$ cat config.mk
export PLATFORM = sky130hd
export DESIGN_NAME = u128_restoring_divider_core
export DESIGN_NICKNAME = d
export VERILOG_FILES = /design/src/sv/u128div_pkg.sv /design/src/sv/u128_restoring_divider_core.sv
export SDC_FILE = /design/constraint.sdc
export NUM_CORES = 2
export LEC_CHECK = 0
export BUFFER_PORTS_ARGS = -buffer_cell sky130_fd_sc_hd__buf_4
export CORE_UTILIZATION = 55
export CTS_CLUSTER_SIZE = 20
export DETAILED_ROUTE_END_ITERATION = 7
export PLACE_DENSITY = 0.84
export SLEW_MARGIN = 10
export SYNTH_ARGS = -nofsm -noshare
export SYNTH_HDL_FRONTEND = slang
export SYNTH_SLANG_ARGS = --single-unit
$ cat constraint.sdc
create_clock -name clk -period 8.3 [get_ports clk]
set_input_delay 0 -clock clk [delete_from_list [all_inputs] [get_ports clk]]
set_output_delay 0 -clock clk [all_outputs]
set_load 0.1 [all_outputs]
$ cat src/sv/u128div_pkg.sv
// Package: item types and fixed widths for the 128-bit unsigned divider.
`timescale 1ns / 1ps
package u128div_pkg;

	localparam int unsigned HALF_W = 64;
	localparam int unsigned MAX_W  = 2 * HALF_W;

	// Operands of one division item
	typedef struct packed {
		logic [HALF_W-1:0] dividend_hi;
		logic [HALF_W-1:0] dividend_lo;
		logic [HALF_W-1:0] divisor_hi;
		logic [HALF_W-1:0] divisor_lo;
	} in_item_t;

	// Result of one division item
	typedef struct packed {
		logic [HALF_W-1:0] quotient_hi;
		logic [HALF_W-1:0] quotient_lo;
		logic [HALF_W-1:0] remainder_hi;
		logic [HALF_W-1:0] remainder_lo;
		logic              divide_by_zero;
	} out_item_t;

endpackage

$ cat src/sv/u128_restoring_divider_core.sv
// Top level: iterative radix-2 restoring divider, unsigned, up to 128 bits.
`timescale 1ns / 1ps
// An item is taken when start is high and busy is low. A nonzero divisor
// holds busy high while the loop runs; W is OPERAND_WIDTH held to 8..128 (128 by
// default). Each busy cycle gives one quotient bit through a single W+1 bit
// subtractor. The result shows on result with done high for one cycle right
// after the last iteration. A zero divisor skips the loop: done comes the cycle after
// start with divide_by_zero set, quotient zero and remainder equal to the
// dividend. The receiver cannot stall; it must take result whenever done is
// high. busy is low again in the done cycle, so a new item may start then.
// Operand bits above W are ignored and result bits above it are
// zero.
module u128_restoring_divider_core #(
	parameter int unsigned OPERAND_WIDTH = 128
) (
	input  logic                   clk,
	input  logic                   arst_n,
	input  logic                   start,
	input  u128div_pkg::in_item_t  operands,
	output logic                   busy,
	output logic                   done,
	output u128div_pkg::out_item_t result
);
	import u128div_pkg::*;

	localparam int unsigned W =
		(OPERAND_WIDTH < 8) ? 8 : ((OPERAND_WIDTH > MAX_W) ? MAX_W : OPERAND_WIDTH);
	localparam int unsigned CNT_W = $clog2(W + 1);

	typedef enum logic {
		ST_IDLE,
		ST_RUN
	} state_t;

	state_t            state_q;
	logic [CNT_W-1:0]  cnt_q;
	logic              done_q;
	out_item_t         result_q;

	// Datapath: partial remainder, dividend shifting out / quotient shifting in
	logic [W-1:0]      rem_q;
	logic [W-1:0]      numq_q;
	logic [W-1:0]      den_q;

	logic [MAX_W-1:0]  dividend_full;
	logic [MAX_W-1:0]  divisor_full;
	logic [W-1:0]      dividend_m;
	logic [W-1:0]      divisor_m;
	logic              accept;
	logic [W:0]        shifted;
	logic [W:0]        diff;
	logic              take;
	logic [W-1:0]      rem_next;
	logic [W-1:0]      numq_next;
	logic [MAX_W-1:0]  quo_out;
	logic [MAX_W-1:0]  rem_out;
	logic [MAX_W-1:0]  zrem_out;

	// Operand masking to the working width
	assign dividend_full = {operands.dividend_hi, operands.dividend_lo};
	assign divisor_full  = {operands.divisor_hi, operands.divisor_lo};
	assign dividend_m    = dividend_full[W-1:0];
	assign divisor_m     = divisor_full[W-1:0];
	assign accept        = start && (state_q == ST_IDLE);

	// Shared step: shift in next dividend bit, trial subtract
	assign shifted   = {rem_q, numq_q[W-1]};
	assign diff      = shifted - {1'b0, den_q};
	assign take      = !diff[W];
	assign rem_next  = take ? diff[W-1:0] : shifted[W-1:0];
	assign numq_next = {numq_q[W-2:0], take};

	assign quo_out  = MAX_W'(numq_next);
	assign rem_out  = MAX_W'(rem_next);
	assign zrem_out = MAX_W'(dividend_m);

	always_ff @(posedge clk) begin
		if (accept) begin
			rem_q  <= '0;
			numq_q <= dividend_m;
			den_q  <= divisor_m;
		end else if (state_q == ST_RUN) begin
			rem_q  <= rem_next;
			numq_q <= numq_next;
		end
	end

	// Sequencer and registered result
	always_ff @(posedge clk or negedge arst_n) begin
		if (!arst_n) begin
			state_q  <= ST_IDLE;
			cnt_q    <= '0;
			done_q   <= 1'b0;
			result_q <= '0;
		end else begin
			done_q <= 1'b0;
			unique case (state_q)
				ST_IDLE: begin
					if (accept) begin
						if (divisor_m == '0) begin
							done_q                  <= 1'b1;
							result_q.quotient_hi    <= '0;
							result_q.quotient_lo    <= '0;
							result_q.remainder_hi   <= zrem_out[MAX_W-1:HALF_W];
							result_q.remainder_lo   <= zrem_out[HALF_W-1:0];
							result_q.divide_by_zero <= 1'b1;
						end else begin
							state_q <= ST_RUN;
							cnt_q   <= CNT_W'(W);
						end
					end
				end
				ST_RUN: begin
					cnt_q <= cnt_q - 1'b1;
					if (cnt_q == CNT_W'(1)) begin
						state_q                 <= ST_IDLE;
						done_q                  <= 1'b1;
						result_q.quotient_hi    <= quo_out[MAX_W-1:HALF_W];
						result_q.quotient_lo    <= quo_out[HALF_W-1:0];
						result_q.remainder_hi   <= rem_out[MAX_W-1:HALF_W];
						result_q.remainder_lo   <= rem_out[HALF_W-1:0];
						result_q.divide_by_zero <= 1'b0;
					end
				end
				default: state_q <= ST_IDLE;
			endcase
		end
	end

	assign busy   = (state_q == ST_RUN);
	assign done   = done_q;
	assign result = result_q;

	// A result never shows while the loop still runs
	a_done_not_busy: assert property (@(posedge clk) disable iff (!arst_n)
		done |-> !busy)
		else $error("done raised while busy");

	// An accepted item either starts the loop or answers at once
	a_accept_reacts: assert property (@(posedge clk) disable iff (!arst_n)
		(start && !busy) |=> (busy || done))
		else $error("accepted item neither started nor answered");

	// The iteration counter is live whenever the loop runs
	a_cnt_live: assert property (@(posedge clk) disable iff (!arst_n)
		busy |-> (cnt_q != '0))
		else $error("loop running with zero count");

	// Divide by zero reports a zero quotient
	a_dbz_quotient: assert property (@(posedge clk) disable iff (!arst_n)
		(done && result.divide_by_zero) |->
			(result.quotient_hi == '0 && result.quotient_lo == '0))
		else $error("nonzero quotient on divide by zero");

endmodule

After elaboration in Yosys (flattened, before gate mapping)
Index checks and enable logic that the tools add are counted.

word-level totals
  register bits = 651
  bits in latches = 0
  memory bits (writable) = 0
  bits in read-only memories = 0
  bits of input ports = 259
  output and inout port bits = 259
  word-level logic and storage cells = 43
  memories kept = 0

operators by class
  add/sub/neg operators = 2
  multiply operators = 0
  div/mod/pow operators = 0
  order comparisons = 0
  equality and inequality tests = 5
  shift operators = 0
  muxes and demuxes = 18
  bitwise logic cells = 1
  reduce and logical (&&, ||, !) cells = 6

operator list
  operator             number
  $mux 257             3
  $pmux 257 s2         1
  $mux 128             3
  $sub 129x128->129    1
  $logic_not 128->1    1
  $mux 8               2
  $pmux 8 s2           1
  $eq 8x1->1 const B   1
  $sub 8x1->8 const B  1
  $mux 1               6
  $ne 2x1->1 const B   2
  $ne 2x2->1 const B   2
  $pmux 1 s2           2
  $reduce_and 3->1     1
  $reduce_and 2->1     1
  $reduce_bool 2->1    1
  $logic_and 1x1->1    1
  $logic_not 1->1      1
  $not 1->1            1

Logic depth before layout (Yosys ltp)
  word-level depth = 4
  gate-level depth with buffers = 18
  mapped depth without buffers = 14

Least setup slack after synthesis
OpenSTA, ideal clock, no wires.

  path kind = reg-to-reg
  start = reg state_q (netlist: busy)
  end = reg den_q[0], enable pin
  setup time = 0.543 ns
  data arrival time = 4.993 ns
  data required time = 7.757 ns
  path slack = 2.764 ns
  stages on the path, launching flop included = 6
  buffers on the path = 2
  clock period less this slack = 5.536 ns
  cell sequence = dfrtp_1 -> clkbuf_1 -> inv_1 -> nand2_1 -> inv_1 -> clkbuf_1

on the way
  longest elaborated chain between the ends = 2

RTL lines
  what                    line                                text
  from (decl)             u128_restoring_divider_core.sv:35   state_t state_q;
  from (signal assigned)  u128_restoring_divider_core.sv:91   state_q <= ST_IDLE;
  from (signal assigned)  u128_restoring_divider_core.sv:108  state_q <= ST_RUN;
  from (signal assigned)  u128_restoring_divider_core.sv:116  state_q <= ST_IDLE;
  $not 1->1               n/a
  $logic_and 1x1->1       u128_restoring_divider_core.sv:64   assign accept = start && (state_q == ST_IDLE);
  net accept              u128_restoring_divider_core.sv:49   logic accept;
  to (signal assigned)    u128_restoring_divider_core.sv:81   den_q <= divisor_m;
  to (decl)               u128_restoring_divider_core.sv:43   logic [W-1:0] den_q;

The timed path passes the listed nets, and every way through them passes these cells.
A chain may end at the register's enable or synchronous reset.

Worst setup path after layout
  start = reg numq_q[127]
  end = reg rem_q[85]

on the way
  longest elaborated chain between the ends = 2

RTL lines
  what                    line                               text
  from (decl)             u128_restoring_divider_core.sv:42  logic [W-1:0] numq_q;
  from (signal assigned)  u128_restoring_divider_core.sv:80  numq_q <= dividend_m;
  from (signal assigned)  u128_restoring_divider_core.sv:84  numq_q <= numq_next;
  $sub 129x128->129       u128_restoring_divider_core.sv:68  assign diff = shifted - {1'b0, den_q};
  $mux 128                u128_restoring_divider_core.sv:70  assign rem_next = take ? diff[W-1:0] : shifted[W-1:0];
  to (signal assigned)    u128_restoring_divider_core.sv:83  rem_q <= rem_next;
  to (decl)               u128_restoring_divider_core.sv:41  logic [W-1:0] rem_q;

No other way between the ends.

==> impl_metrics.prom <==
# TYPE chip_impl_metric gauge
chip_impl_info{name="status",value="finished, violations left"} 1
chip_impl_info{name="violated_checks",value="DRC, hold timing"} 1
chip_impl_info{name="timing.hold.worst.class",value="input pin to async pin"} 1
chip_impl_metric{name="grt_max_degree",unit=""} 256
chip_impl_metric{name="maxSlewHeadroom",unit=""} 0.0353
chip_impl_metric{name="finalSetupTns",unit="ps"} 0
chip_impl_metric{name="area_growth_syn_to_layout",unit="%"} 26.5
chip_impl_metric{name="remaining_drc_errors",unit=""} 2
chip_impl_metric{name="maxSlewViolCount",unit=""} 0
chip_impl_metric{name="filler_cell_count",unit=""} 4533
chip_impl_metric{name="synth.distinct_cells",unit=""} 87
chip_impl_metric{name="die_h",unit="microns"} 255
chip_impl_metric{name="fmaxAchievable",unit="MHz"} 181
chip_impl_metric{name="totalPowerFinal",unit="W"} 0.0213
chip_impl_metric{name="worstPathArrival",unit="ps"} 6040
chip_impl_metric{name="seq_area",unit="sq um"} 16900
chip_impl_metric{name="synth-xor-area-share",unit=""} 0.0311
chip_impl_metric{name="yosys-mux-area-fraction",unit=""} 0.0282
chip_impl_metric{name="num_io_pins",unit=""} 518
chip_impl_metric{name="leakage",unit="nW"} 20.4
chip_impl_metric{name="postCtsResizedCells",unit=""} 0
chip_impl_metric{name="max-cap-violations",unit=""} 0
chip_impl_metric{name="whs",unit="ps"} -54.2
chip_impl_metric{name="ys_seq_elements",unit=""} 651
chip_impl_metric{name="core_area",unit="sq um"} 63100
chip_impl_metric{name="postCtsSetupBuffers",unit=""} 0
chip_impl_metric{name="worst_ep_required_time",unit="ps"} 8820
chip_impl_metric{name="post_dr_vias_cell",unit=""} 6.51
chip_impl_info{name="layout_commonest_cell",value="sky130_fd_sc_hd__nand2_1"} 1
chip_impl_metric{name="final_clock_skew",unit="ps"} 31.9
chip_impl_info{name="synth-main-ff-cell",value="sky130_fd_sc_hd__dfrtp_1"} 1
chip_impl_metric{name="timing.final.crit_period",unit="ps"} 5520
chip_impl_metric{name="synth_async_sr_flop_share",unit=""} 0.410
chip_impl_metric{name="gp_congestion",unit=""} 1.04
chip_impl_metric{name="postSynthCellCount",unit=""} 3770
chip_impl_info{name="critical_path_class",value="register to register"} 1
chip_impl_metric{name="synth_compound_area_frac",unit=""} 0.204
chip_impl_metric{name="grt_pass1_wl",unit="microns"} 203000
chip_impl_metric{name="cts_buffers",unit=""} 71
chip_impl_metric{name="antenna_violations_before_repair",unit=""} 17
chip_impl_metric{name="syn_nets",unit=""} 4160
chip_impl_metric{name="power_density_relative_to_cell_area",unit="nW/um^2"} 478
chip_impl_info{name="critPathMostFrequentCell",value="sky130_fd_sc_hd__buf_4"} 1
chip_impl_info{name="worst_setup_path_start_kind",value="register"} 1
chip_impl_metric{name="worst_slack",unit="ps"} 2780
chip_impl_metric{name="rows",unit=""} 92
chip_impl_metric{name="post_route_cells_drive_above_1_share",unit=""} 0.170
chip_impl_metric{name="grtUsageTotal",unit=""} 0.420
chip_impl_metric{name="numPortBuffers",unit=""} 517
chip_impl_info{name="top_library_cells_by_usage_in_the_layout_fill_and_taps_aside",value="845 x sky130_fd_sc_hd__nand2_1, 536 x sky130_fd_sc_hd__buf_4, 298 x sky130_fd_sc_hd__o21ai_0"} 1
chip_impl_info{name="tritoncts",value="built"} 1
chip_impl_metric{name="grt_pass1_vias",unit=""} 31926
chip_impl_metric{name="ys.warnings.count",unit=""} 0
chip_impl_info{name="critPathCaptureType",value="register"} 1
chip_impl_metric{name="path_clk_slew",unit="ps"} 60
chip_impl_metric{name="min_period_over_period",unit=""} 0.665
chip_impl_metric{name="postRouteWirelength",unit="microns"} 142000
chip_impl_metric{name="worstPathMaxFanout",unit=""} 32
chip_impl_metric{name="worst-slew-pin-transition",unit="ps"} 1430
chip_impl_metric{name="gr-total-overflow",unit=""} 0
chip_impl_metric{name="worst_ir_drop_vdd",unit="mV"} 0.294
chip_impl_metric{name="syn_area",unit="sq um"} 35200
chip_impl_metric{name="postRouteAntennaNets",unit=""} 0
chip_impl_metric{name="routed_wirelength_normalized_by_instance_count",unit="microns"} 26.7
chip_impl_metric{name="cts_max_level",unit=""} 3
chip_impl_metric{name="hpwl",unit="microns"} 98000
chip_impl_metric{name="die_footprint",unit="sq um"} 65000
chip_impl_metric{name="hold_viol",unit=""} 14
chip_impl_info{name="clock-root-buffer",value="sky130_fd_sc_hd__clkbuf_16"} 1
chip_impl_metric{name="detailedRoute.firstPassIterationCount",unit=""} 8
chip_impl_metric{name="postSynthAreaPerCell",unit="sq um"} 9.33
chip_impl_metric{name="finalSetupViolations",unit=""} 0
chip_impl_metric{name="design.final.nets",unit=""} 4789
chip_impl_metric{name="floorplan.die.width",unit="microns"} 255
chip_impl_metric{name="cts_num_sinks",unit=""} 651
chip_impl_metric{name="post-route-util",unit=""} 0.705
chip_impl_info{name="rsz_0062_raised_after_global_routing",value="no"} 1
chip_impl_metric{name="synth-edff-count",unit=""} 256
chip_impl_metric{name="worst_path_largest_cell_delay",unit="ps"} 700
chip_impl_metric{name="pre_cts_ws",unit="ps"} 2860
chip_impl_metric{name="clock_latency",unit="ps"} 650
chip_impl_info{name="main_combinational_cell_family_by_area_after_synthesis",value="compound AO/OA/AOI/OAI gates"} 1
chip_impl_metric{name="multi_input_comb_area",unit="sq um"} 16600
chip_impl_info{name="timing.critical_path.cells",value="inv_1, ha_1, fa_1, nand2b_1, a21oi_1, o21ai_1, a2111o_1, a211oi_2, o21ai_2, a21oi_2, o21a_1, buf_4, or2_2, buf_4, nor2_1, buf_4, a221o_1"} 1
chip_impl_metric{name="routed-via-count",unit=""} 34608
chip_impl_metric{name="cts_max_path_buffers",unit=""} 3
chip_impl_metric{name="drt_iter0_markers",unit=""} 5342
chip_impl_metric{name="synthSimpleGateAreaFrac",unit=""} 0.160
chip_impl_metric{name="synth.yosys.seq_area_share",unit=""} 0.481
chip_impl_metric{name="floorplan.initialDensity",unit=""} 0.558
chip_impl_metric{name="yosys.area_share.adder",unit=""} 0.0468
chip_impl_info{name="cpMaxStageDelayCell",value="sky130_fd_sc_hd__or2_2"} 1
[worst max-delay path: cells and delay by family (launching register included)]
kind            cells  cell delay (ps)
simple gates        3             1180
flops               1              320
fa+ha+maj           2              620
compound gates      8             2090
buf+inv             4             1140
[synth_stat cells (all sizes together), types with 9 or more instances]
master	count	area [sq um]
a21boi	10	75.1
a21o	106	796
a21oi	216	1100
a221o	56	561
a22o	141	1230
a22oi	34	255
a31oi	16	100
a32oi	17	149
and2	10	62.6
and3	41	257
buf	43	279
clkbuf	199	747
dfrtp	267	6680
dfxtp	128	2560
edfxtp	256	7690
ha	130	1630
inv	175	657
mux2	59	732
mux2i	26	260
nand2	846	3180
nand2b	12	75.1
nand3	35	175
nand4	83	519
nor2	127	493
nor2b	9	56.3
nor3	37	185
nor4	50	319
o211ai	15	113
o21a	18	135
o21ai	326	1640
o21bai	34	259
o31ai	12	118
or3	10	62.6
xnor2	81	709
xor2	44	385
[state kept, by name, summed over array words and instances (netlist names)]
name	flops
rem_q	128
den_q	128
numq_q	128
cnt_q	8
result	257
done	1
busy	1
[report_power, final]
group | internal [W] | leakage [nW] | switching [W]
clock | 0.00197 | 1.24 | 0.00145
sequential | 0.00466 | 6.57 | 0.00105
combinational | 0.00353 | 12.6 | 0.00860
[per-layer routing]
metal  share of wire  track usage  up-vias
met5         0.00065            0        -
met4           0.056        0.196        6
met3            0.16        0.161      536
met2            0.41        0.581     2728
met1            0.38        0.578    16500
li1                -            -    14838
[path summary, 6_finish.rpt]
| path | start | endpoint | slack, ps | cells past startpoint |
|---|---|---|---|---|
| max | numq_q[127] | rem_q[85] | 2780 | 17 |
| min reg2reg | numq_q[67] | result[197] | 480 | 2 |
| max in group asynchronous | arst_n | busy | 6650 | 3 |
| min | arst_n | result[30] | -50 | 2 |
| max reg2reg | numq_q[127] | rem_q[85] | 2780 | 17 |
| min in group clk | operands[110] | den_q[110] | 90 | 2 |
[layout make-up]
class                      instances  area share
clock inverter                    35     0.00976
timing repair buffer             798       0.150
multi-input combinational       2702       0.373
sequential                       651       0.381
tap                              846      0.0238
antenna                           13    0.000731
clock buffer                      97      0.0466
inverter                         175      0.0150
[stage by stage]
step / instances / cell area, sq um
2_1_floorplan: 3770 / 35200
3_3_place_gp: 4914 / 39400
3_5_place_dp: 4914 / 39400
4_1_cts: 5304 / 44400
5_1_grt: 5311 / 44500
6_report: 5317 / 44500
[logic make-up after synthesis]
group / count (synthesis)
AO/OA/AOI/OAI: 1071
XOR/XNOR: 125
adder cells (fa/ha/maj): 131
buffers and inverters: 417
flip-flops: 651
multiplexers: 85
AND/OR/NAND/NOR: 1290
[what timing repair did]
action / in CTS / in global routing
endpoints found under the setup margin: 0 / 0
hold buffers: 258 / 0
hold endpoints to repair: 481 / 0
Note: power is estimated with default switching activity, not from simulation.
